File: src/rtl/mhp_pkg.sv
// Shared types and constants for the 802.11 MAC header parser.
`default_nettype none

package mhp_pkg;

  // Header bytes kept per frame; covers the longest decoded header.
  localparam int unsigned HdrDepth  = 34;
  localparam int unsigned CountW    = $clog2(HdrDepth);
  localparam int unsigned LenW      = CountW + 1;
  localparam logic [CountW-1:0] CountMax = '1;

  // Length thresholds.
  localparam logic [LenW-1:0] MinLenAny   = LenW'(10);
  localparam logic [LenW-1:0] MinLen3Addr = LenW'(24);
  localparam logic [LenW-1:0] MinLen4Addr = LenW'(30);

  localparam logic [15:0] VersionMask = 16'h0003;
  localparam logic [15:0] OrderMask   = 16'h8000;

  typedef enum logic [1:0] {
    StOk         = 2'd0,
    StBadVersion = 2'd1,
    StShort      = 2'd2
  } status_e;

  typedef enum logic [1:0] {
    KindMgmt = 2'd0,
    KindCtrl = 2'd1,
    KindData = 2'd2,
    KindExt  = 2'd3
  } kind_e;

  // Control subtypes that carry a receiver address.
  localparam logic [3:0] SubRts = 4'h0B;
  localparam logic [3:0] SubCts = 4'h0C;
  localparam logic [3:0] SubAck = 4'h0D;

  typedef logic [7:0]  byte_t;
  typedef logic [47:0] mac_addr_t;

  // Result transaction; first member lands in the top bits, status in the lowest.
  typedef struct packed {
    logic [15:0] ht_control;
    logic [15:0] qos_control;
    logic [15:0] sequence_control;
    mac_addr_t   address_four;
    mac_addr_t   address_three;
    mac_addr_t   address_two;
    mac_addr_t   address_one;
    logic [3:0]  frame_subtype;
    logic [1:0]  frame_kind;
    logic [15:0] dur_id;
    logic [15:0] frame_ctrl;
    logic [1:0]  parse_status;
  } result_t;

  localparam int unsigned ResultW = $bits(result_t);

endpackage

`default_nettype wire

File: src/rtl/mac_header_parser_core.sv
// 802.11 MAC header parser: byte stream in, one decoded header transaction per frame out.
`default_nettype none

// Takes one frame byte per cycle on the slave stream, tlast on the final byte.
// The first 34 bytes go into a header register file indexed by the byte count;
// on the last byte the frame length is latched and, in the next cycle, the
// decode logic between the header registers and the result register builds
// the header transaction, which the result register then holds for the master
// stream. The block keeps taking one byte per cycle, also back to back across
// frames. s_axis_tready drops only while a decoded frame waits for the result
// register to free up, since the next frame's bytes would overwrite the header
// registers.
module mac_header_parser_core import mhp_pkg::*; (
  input  wire logic               clk_i,
  input  wire logic               rst_ni,
  input  wire logic               s_axis_tvalid,
  output      logic               s_axis_tready,
  input  wire logic [7:0]         s_axis_tdata,   // [7:0] data_byte
  input  wire logic               s_axis_tlast,   // last_byte
  output      logic               m_axis_tvalid,
  input  wire logic               m_axis_tready,
  // [1:0] parse_status, [17:2] frame_ctrl, [33:18] dur_id,
  // [35:34] frame_kind, [39:36] frame_subtype, [87:40] address_one,
  // [135:88] address_two, [183:136] address_three, [231:184] address_four,
  // [247:232] sequence_control, [263:248] qos_control, [279:264] ht_control
  output      logic [ResultW-1:0] m_axis_tdata
);

  byte_t               hdr_q [HdrDepth];
  logic [CountW-1:0]   count_q, count_d;
  logic [LenW-1:0]     len_q;
  logic                pend_q, pend_d;
  logic                out_valid_q, out_valid_d;
  result_t             result_q, result_d;

  logic in_acc, advance;

  assign advance       = pend_q && (!out_valid_q || m_axis_tready);
  assign s_axis_tready = !pend_q || advance;
  assign in_acc        = s_axis_tvalid && s_axis_tready;

  // Byte count and handoff control
  always_comb begin
    count_d     = count_q;
    pend_d      = pend_q;
    out_valid_d = out_valid_q;
    if (m_axis_tready) begin
      out_valid_d = 1'b0;
    end
    if (advance) begin
      out_valid_d = 1'b1;
      pend_d      = 1'b0;
    end
    if (in_acc) begin
      if (s_axis_tlast) begin
        count_d = '0;
        pend_d  = 1'b1;
      end else if (count_q != CountMax) begin
        count_d = count_q + CountW'(1);
      end
    end
  end

  always_ff @(posedge clk_i or negedge rst_ni) begin
    if (!rst_ni) begin
      count_q     <= '0;
      pend_q      <= 1'b0;
      out_valid_q <= 1'b0;
    end else begin
      count_q     <= count_d;
      pend_q      <= pend_d;
      out_valid_q <= out_valid_d;
    end
  end

  // Header capture; bytes past the header depth are only counted
  always_ff @(posedge clk_i) begin
    if (in_acc && (LenW'(count_q) < LenW'(HdrDepth))) begin
      hdr_q[count_q] <= s_axis_tdata;
    end
    if (in_acc && s_axis_tlast) begin
      len_q <= LenW'(count_q) + LenW'(1);
    end
  end

  // Header decode
  always_comb begin
    logic [15:0]     fc;
    logic [1:0]      kind;
    logic [3:0]      sub;
    logic            four;
    logic            ok;
    logic            qos_ok;
    logic            ht_ok;
    logic [LenW-1:0] qos_need;
    logic [LenW-1:0] ht_need;
    logic [15:0]     seq_w;
    logic [15:0]     qos_w;
    logic [15:0]     ht_w;
    mac_addr_t       a1, a2, a3, a4;

    fc   = {hdr_q[1], hdr_q[0]};
    kind = fc[3:2];
    sub  = fc[7:4];
    four = fc[8] && fc[9];
    a1   = {hdr_q[4],  hdr_q[5],  hdr_q[6],  hdr_q[7],  hdr_q[8],  hdr_q[9]};
    a2   = {hdr_q[10], hdr_q[11], hdr_q[12], hdr_q[13], hdr_q[14], hdr_q[15]};
    a3   = {hdr_q[16], hdr_q[17], hdr_q[18], hdr_q[19], hdr_q[20], hdr_q[21]};
    a4   = {hdr_q[22], hdr_q[23], hdr_q[24], hdr_q[25], hdr_q[26], hdr_q[27]};

    // Data frame trailer positions shift by one address in the 4-address case
    seq_w    = four ? {hdr_q[29], hdr_q[28]} : {hdr_q[23], hdr_q[22]};
    qos_w    = four ? {hdr_q[31], hdr_q[30]} : {hdr_q[25], hdr_q[24]};
    qos_need = four ? LenW'(32) : LenW'(26);
    qos_ok   = sub[3] && (len_q >= qos_need);
    if (four) begin
      ht_w    = qos_ok ? {hdr_q[33], hdr_q[32]} : {hdr_q[31], hdr_q[30]};
      ht_need = qos_ok ? LenW'(34) : LenW'(32);
    end else begin
      ht_w    = qos_ok ? {hdr_q[27], hdr_q[26]} : {hdr_q[25], hdr_q[24]};
      ht_need = qos_ok ? LenW'(28) : LenW'(26);
    end
    ht_ok = ((fc & OrderMask) != 16'h0000) && (len_q >= ht_need);

    result_d = '0;
    ok       = 1'b0;
    if (len_q < MinLenAny) begin
      result_d.parse_status = StShort;
    end else if ((fc & VersionMask) != 16'h0000) begin
      result_d.parse_status = StBadVersion;
    end else begin
      ok = 1'b1;
      case (kind)
        KindData: begin
          if (len_q < (four ? MinLen4Addr : MinLen3Addr)) begin
            ok                    = 1'b0;
            result_d.parse_status = StShort;
          end else begin
            result_d.address_one      = a1;
            result_d.address_two      = a2;
            result_d.address_three    = a3;
            result_d.address_four     = four ? a4 : '0;
            result_d.sequence_control = seq_w;
            result_d.qos_control      = qos_ok ? qos_w : '0;
            result_d.ht_control       = ht_ok ? ht_w : '0;
          end
        end
        KindMgmt: begin
          if (len_q < MinLen3Addr) begin
            ok                    = 1'b0;
            result_d.parse_status = StShort;
          end else begin
            result_d.address_one      = a1;
            result_d.address_two      = a2;
            result_d.address_three    = a3;
            result_d.sequence_control = {hdr_q[23], hdr_q[22]};
          end
        end
        KindCtrl: begin
          if (sub inside {SubRts, SubCts, SubAck}) begin
            result_d.address_one = a1;
          end
        end
        default: ;  // extension frames carry no decoded addresses
      endcase
      if (ok) begin
        result_d.parse_status  = StOk;
        result_d.frame_ctrl    = fc;
        result_d.dur_id        = {hdr_q[3], hdr_q[2]};
        result_d.frame_kind    = kind;
        result_d.frame_subtype = sub;
      end
    end
  end

  always_ff @(posedge clk_i) begin
    if (advance) begin
      result_q <= result_d;
    end
  end

  assign m_axis_tvalid = out_valid_q;
  assign m_axis_tdata  = result_q;

endmodule

`default_nettype wire

File: config.mk
export PLATFORM = sky130hd
export DESIGN_NAME = mac_header_parser_core
export DESIGN_NICKNAME = d
export VERILOG_FILES = /design/src/rtl/mhp_pkg.sv /design/src/rtl/mac_header_parser_core.sv
export SDC_FILE = /design/constraint.sdc
export NUM_CORES = 1
export LEC_CHECK = 0
export BUFFER_PORTS_ARGS = -buffer_cell sky130_fd_sc_hd__clkbuf_2
export CORE_UTILIZATION = 51
export CTS_CLUSTER_DIAMETER = 200
export DETAILED_ROUTE_END_ITERATION = 10
export GPL_ROUTABILITY_DRIVEN = 1
export PLACE_DENSITY = 0.75
export RECOVER_POWER = 25
export SYNTH_ARGS = -nofsm -noshare
export SYNTH_HDL_FRONTEND = slang
export SYNTH_SLANG_ARGS = --single-unit
File: constraint.sdc
create_clock -name clk_i -period 7.12 [get_ports clk_i]
set_clock_uncertainty 0.15 [all_clocks]
set_input_delay 1.068 -clock clk_i [delete_from_list [all_inputs] [get_ports clk_i]]
set_output_delay 1.068 -clock clk_i [all_outputs]
set_load 0.01 [all_outputs]
### Word-level counts from Yosys, hierarchy flattened

Memory sizes are Yosys's and may differ from the RTL's. A register that Yosys moved wholly into a read port is not among the register bits.
Index checks and enable logic that the tools add are counted.

* bits of input ports: 13
* memory bits (writable): 272
* memories kept: 1
* flip-flop bits (word level): 279

Memory list
* hdr_q: words 34, bits a word 8, read ports 34, clocked after Yosys merged registers in 2, wr ports 1, line mac_header_parser_core.sv:29 `byte_t hdr_q [HdrDepth];`

* bitwise gates (word level): 5
* equality and inequality tests: 6
* add/sub/neg operators: 2
* magnitude comparators: 6
* mux-type cells: 37
* reduce and logical (&&, ||, !) cells: 22

Operators with widths (number)
* $mux 208: 1
* $pmux 96 s2: 1
* $mux 144: 1
* $pmux 48 s3: 1
* $mux 16: 6
* $mux 48: 2
* $pmux 16 s2: 1
* $mux 6: 4
* $reduce_bool 16->1: 1
* $reduce_or 5->1: 3
* $eq 4x4->1 const B: 3
* $mux 1: 11
* $mux 2: 5
* $add 6x1->7 const B: 1
* $ge 7x6->1: 1
* $ge 7x7->1: 1
* $logic_and 1x1->1: 7
* $lt 7x4->1 const B: 1
* $lt 7x5->1: 1
* $lt 7x5->1 const B: 1
* $add 6x1->6 const B: 1
* $lt 6x6->1 const B: 1
* $mux 3: 2
* $ne 6x6->1 const B: 1
* other kinds (13): 20

### Depth between registers and ports, before layout

An unclocked memory read counts as a cell.

* depth after elaboration: 11
* depth in mapped cells: 17
* gate-level depth less buffers: 13

### Worst setup path after synthesis

No wires, ideal clock.

* path kind: input -> register
* start: in m_axis_tready
* end: reg result_q (netlist bit m_axis_tdata[0]) (enable)
* cell stages on the path: 2
* setup slack: -1.071 ns
* arrival time: 7.372 ns
* required time: 6.301 ns
* buffers on the path: 0
* cell sequence: nand2b_1 -> and2_1

* cells in the longest elaborated chain, start to end: 2

RTL lines
* from (decl): line mac_header_parser_core.sv:21 `input wire logic m_axis_tready,`
* $logic_or 1x1->1: line mac_header_parser_core.sv:38 `assign advance = pend_q && (!out_valid_q || m_axis_tready);`
* $logic_and 1x1->1: line mac_header_parser_core.sv:38
* net advance: line mac_header_parser_core.sv:36 `logic in_acc, advance;`
* to (signal assigned): line mac_header_parser_core.sv:178 `result_q <= result_d;`
* to (decl): line mac_header_parser_core.sv:34 `result_t result_q, result_d;`

The timed path passes the listed nets, and every way through them passes these cells.
A chain may end at the register's enable or synchronous reset.

### Final worst setup path

* start: in m_axis_tready
* end: reg result_q (netlist bit m_axis_tdata[222]) (enable)

The elaborated chain is that of the path after synthesis.

==> results.txt <==
----------------------------------------------------
[Timing]
  # setup viols final ... 0
  Worst-margin pin slew ... 4.34 ns
  Ratio of final minimum period to clock period ... 75.9%
  Final number of max-transition violations ... approximately 350
  Final hold violation count ... 0
  Post-layout min period ... roughly 5.4 ns
  RSZ-0062 raised after global routing ... no
  Total Neg Setup Slack ... 0 ns
  Maximum clock rate ... 0.185 GHz
  Tightest slew margin relative to the limit ... -189%

[Cells and area]
  Register Area ... 16800 µm²
  Synthesis-to-layout area growth ... 18.2%
  Fraction of final layout cells with drive strength greater than 1 ... 26.7%
  Multi-input gate area ... 3150 µm²
  Layout filler cell count ... 2853
  Final cell count without fillers ... about 2000
  Count of inserted antenna diode cells ... 0
  Final nets ... 1462

[Synth]
  Multiplexer fraction of the synthesized cell area ... less than 1%
  Number of synthesized flops with an enable pin ... 553
  Distinct cells, synth ... 55
  Dominant combinational cell family by area after synthesis ... simple AND/OR/NAND/NOR gates
  Adder and majority gate portion of the synthesized area ... 0.494%
  Post-synthesis simple-gate area fraction ... 10.8%
  Xor-xnor portion of the synthesized cell area ... 0.216%
  Post-synthesis sequential area ratio ... 82.9%
  Gate count after technology mapping ... 1128
  Synthesized-area fraction occupied by ao, oa, aoi and oai cells ... 3.20%
  Mapped cell area ... 20300 µm²
  Post-synthesis sequential element count ... 561
  Yosys warns ... 0
  Fraction of synthesis flops using an asynchronous set or reset pin ... 1.43%
  Avg Cell Area, Syn ... 18.0 µm²
  Top FF cell, synth ... sky130_fd_sc_hd__edfxtp_1

[Placement]
  Detailed-placement wirelength estimate ... 25600 µm
  Number of placed instances, taps included ... 1903
  Port Buf Inserts ... 294
  Final GP Congestion ... 0.820

[Clock tree]
  Clk_lat worst skew ... a little under 0.6 ns
  Clock slew at the register clock pins of the worst setup and hold paths ... ~0.06 ns
  Setup repair bufs after CTS ... 0
  Number of CTS-inserted buffers ... 54
  Buffer levels on the longest clock path ... 3
  Clock Root Buffer ... sky130_fd_sc_hd__clkbuf_16
  CTS tree ... done
  Clock sink total ... 561
  Deepest level of the CTS H-tree ... 2
  CTS Hold Bufs ... 0
  Number of cells upsized or downsized after cts ... 0

[Global route]
  Antenna violations before repair ... 0
  Global routing's busiest layer ... met2
  Global-route wire length before repair ... ~63000 µm
  Number of global-route vias before repair ... 10200
  Met1 GRT Util ... 28.3%
  Met3 demand-to-capacity share in global routing ... 4.08%
  Total global-route track usage ... 21.1%
  Met2 capacity usage during global routing ... 34.4%
  Pin count of the biggest net entering global routing ... 97
  Overflow after GRT ... 0

[Critical path]
  Terminus of the critical flop-to-flop path ... m_axis_tdata[278]$_SDFFCE_PP0P_
  Setup slack on the worst flop-to-flop path ... 1.80 ns
  Startpoint Class ... primary input
  Worst EP required ... 7.18 ns
  Crit path from ... m_axis_tready
  Maximum fanout count along the critical path ... 66
  Worst path max stage delay ... slightly above 3 ns
  Setup Crit Path Kind ... primary input to register
  Crit-path cells ... clkbuf_2, nand2b_1, and2_0, buf_4
  Worst Path Arrival ... 5.46 ns
  Slowest stage cell, crit path ... sky130_fd_sc_hd__and2_0
  Endpoint kind of the worst setup timing path ... register
  Startpoint of the worst register-to-register path ... hdr_q[1][1]$_DFFE_PP_
  Depth of the worst register-to-register path ... 14

[Drt]
  Routed wirelength normalized by instance count ... 21.4 µm
  First-pass iteration count of the detailed router ... 4
  Via-to-Cell Ratio ... approximately 5.2
  Total wire length ... 42900 µm
  Number of DRC markers after the initial detailed-route iteration ... between 700 and 800
  Overall via count from detail_route ... 10500
  DRC violations left ... 0
  Remaining number of nets flagged by the antenna check after routing ... 0

[Die]
  Die Y ... 201 µm
  Core ar. ... between 30000 and 40000 µm²
  DIE WIDTH ... between 200 and 250 µm
  Starting density of the core ... a little over half
  Site row count ... 72
  Die Outline Area ... 40600 µm²
  Ports ... 295

[Outcome]
  Outcome ... complete, but fails checks
  Violated checks ... capacitance limit, slew limit

[Flow run]
  # Max-Cap Violations ... 9

[Pwr]
  Highest ir drop seen on vdd ... 208 µV
  Power density over cell area ... 295 nW/µm²
  Final Power ... 0.00706 W
  Leakage power ... 8.86 nW

[Min path]
  Min-Delay Path Class ... primary input to asynchronous set/reset pin

----------------------------------------------------
==> cell type report <==
class	instances	share of cell area, %
clock inverter	36	1.53
sequential	561	70.1
clock buffer	63	5.87
timing repair buffer	307	6.49
inverter	11	0.172
multi-input combinational	506	13.1
tap	518	2.70
==> flip-flops by register name, summed over array words and instances (netlist names) <==
signal / cells
count_q: 6
m_axis_tdata: 274
pend_q: 1
hdr_q: 272
len_q: 7
m_axis_tvalid: 1
==> how the worst max path moves through the flow <==
stage,cells past startpoint,to,slack [ns]
after CTS,14,m_axis_tdata[278]$_SDFFCE_PP0P_,1.79
after detailed placement,14,m_axis_tdata[278]$_SDFFCE_PP0P_,1.88
after floorplan,2,m_axis_tdata[0]$_SDFFCE_PP0P_,1.99
final,4,m_axis_tdata[222]$_SDFFCE_PP0P_,1.72
after global placement,14,m_axis_tdata[272]$_SDFFCE_PP0P_,2.21
after global routing,4,m_axis_tdata[251]$_SDFFCE_PP0P_,1.29
==> cells in the mapped netlist (8+ instances only) <==
cell                         n  share of area (%)
sky130_fd_sc_hd__and2_1    196                6.0
sky130_fd_sc_hd__mux2i_1    17               0.84
sky130_fd_sc_hd__nor2_1     89                1.6
sky130_fd_sc_hd__nand3_1     9               0.22
sky130_fd_sc_hd__dfrtp_1     8               0.99
sky130_fd_sc_hd__o21a_1     16               0.59
sky130_fd_sc_hd__clkbuf_1   23               0.43
sky130_fd_sc_hd__and3_1     30               0.93
sky130_fd_sc_hd__ha_1        8               0.49
sky130_fd_sc_hd__nand2_1    45               0.83
sky130_fd_sc_hd__edfxtp_1  553                 82
sky130_fd_sc_hd__inv_1      10               0.19
sky130_fd_sc_hd__a22oi_1    17               0.63
sky130_fd_sc_hd__a21boi_2   12               0.67
==> worst max-delay path: cells and delay by family <==
kind / cells / cell delay, ns
AND/OR/NAND/NOR: 2 / 3.19
buffers and inverters: 2 / 1.12
==> report_power, final <==
part / internal, W / switching (W) / leakage, nW
clock: 0.00167 / 0.00118 / 0.859
sequential: 0.00377 / 0.0000518 / 5.27
combinational: 0.000117 / 0.000279 / 2.73
total: 0.00555 / 0.00151 / 8.86
==> placed cells by master, fill, tap and decap left out, drive strengths merged, types with 16 or more instances in the layout <==
cell type,Yosys,routed
clkinv,1,27
edfxtp,553,553
clkbuf,29,358
and2,197,197
mux2i,17,17
nand2,45,45
nor2,90,90
o21a,16,16
a22oi,17,17
a21boi,17,17
and3,32,32
==> metal layers <==
metal | vias to the layer above | wire length [µm]
met2 | 367 | 21200
met5 | - | 0
li1 | 4778 | -
met4 | 0 | 1120
met1 | 5259 | 17900
met3 | 65 | 2650
==> logic make-up after synthesis <==
group	Yosys count
other	1
XOR/XNOR	5
AND/OR/NAND/NOR	398
adder cells (fa/ha/maj)	8
flip-flops	561
buffers and inverters	62
AO/OA/AOI/OAI	76
multiplexers	17
==> metrics by stage <==
step / hold WS [ns] / util, % / cell area, µm² / setup slack [ns]
after global placement: 0.320 / 57.1 / 22200 / 2.21
final: 0.293 / 61.6 / 24000 / 1.72
after floorplan: 0.299 / - / 20300 / 1.99
after CTS: 0.158 / 61.7 / 24000 / 1.79
after detailed placement: 0.339 / 57.1 / 22200 / 1.88
after global routing: 0.301 / 61.6 / 24000 / 1.29
Note: power is estimated with default switching activity, not from simulation.
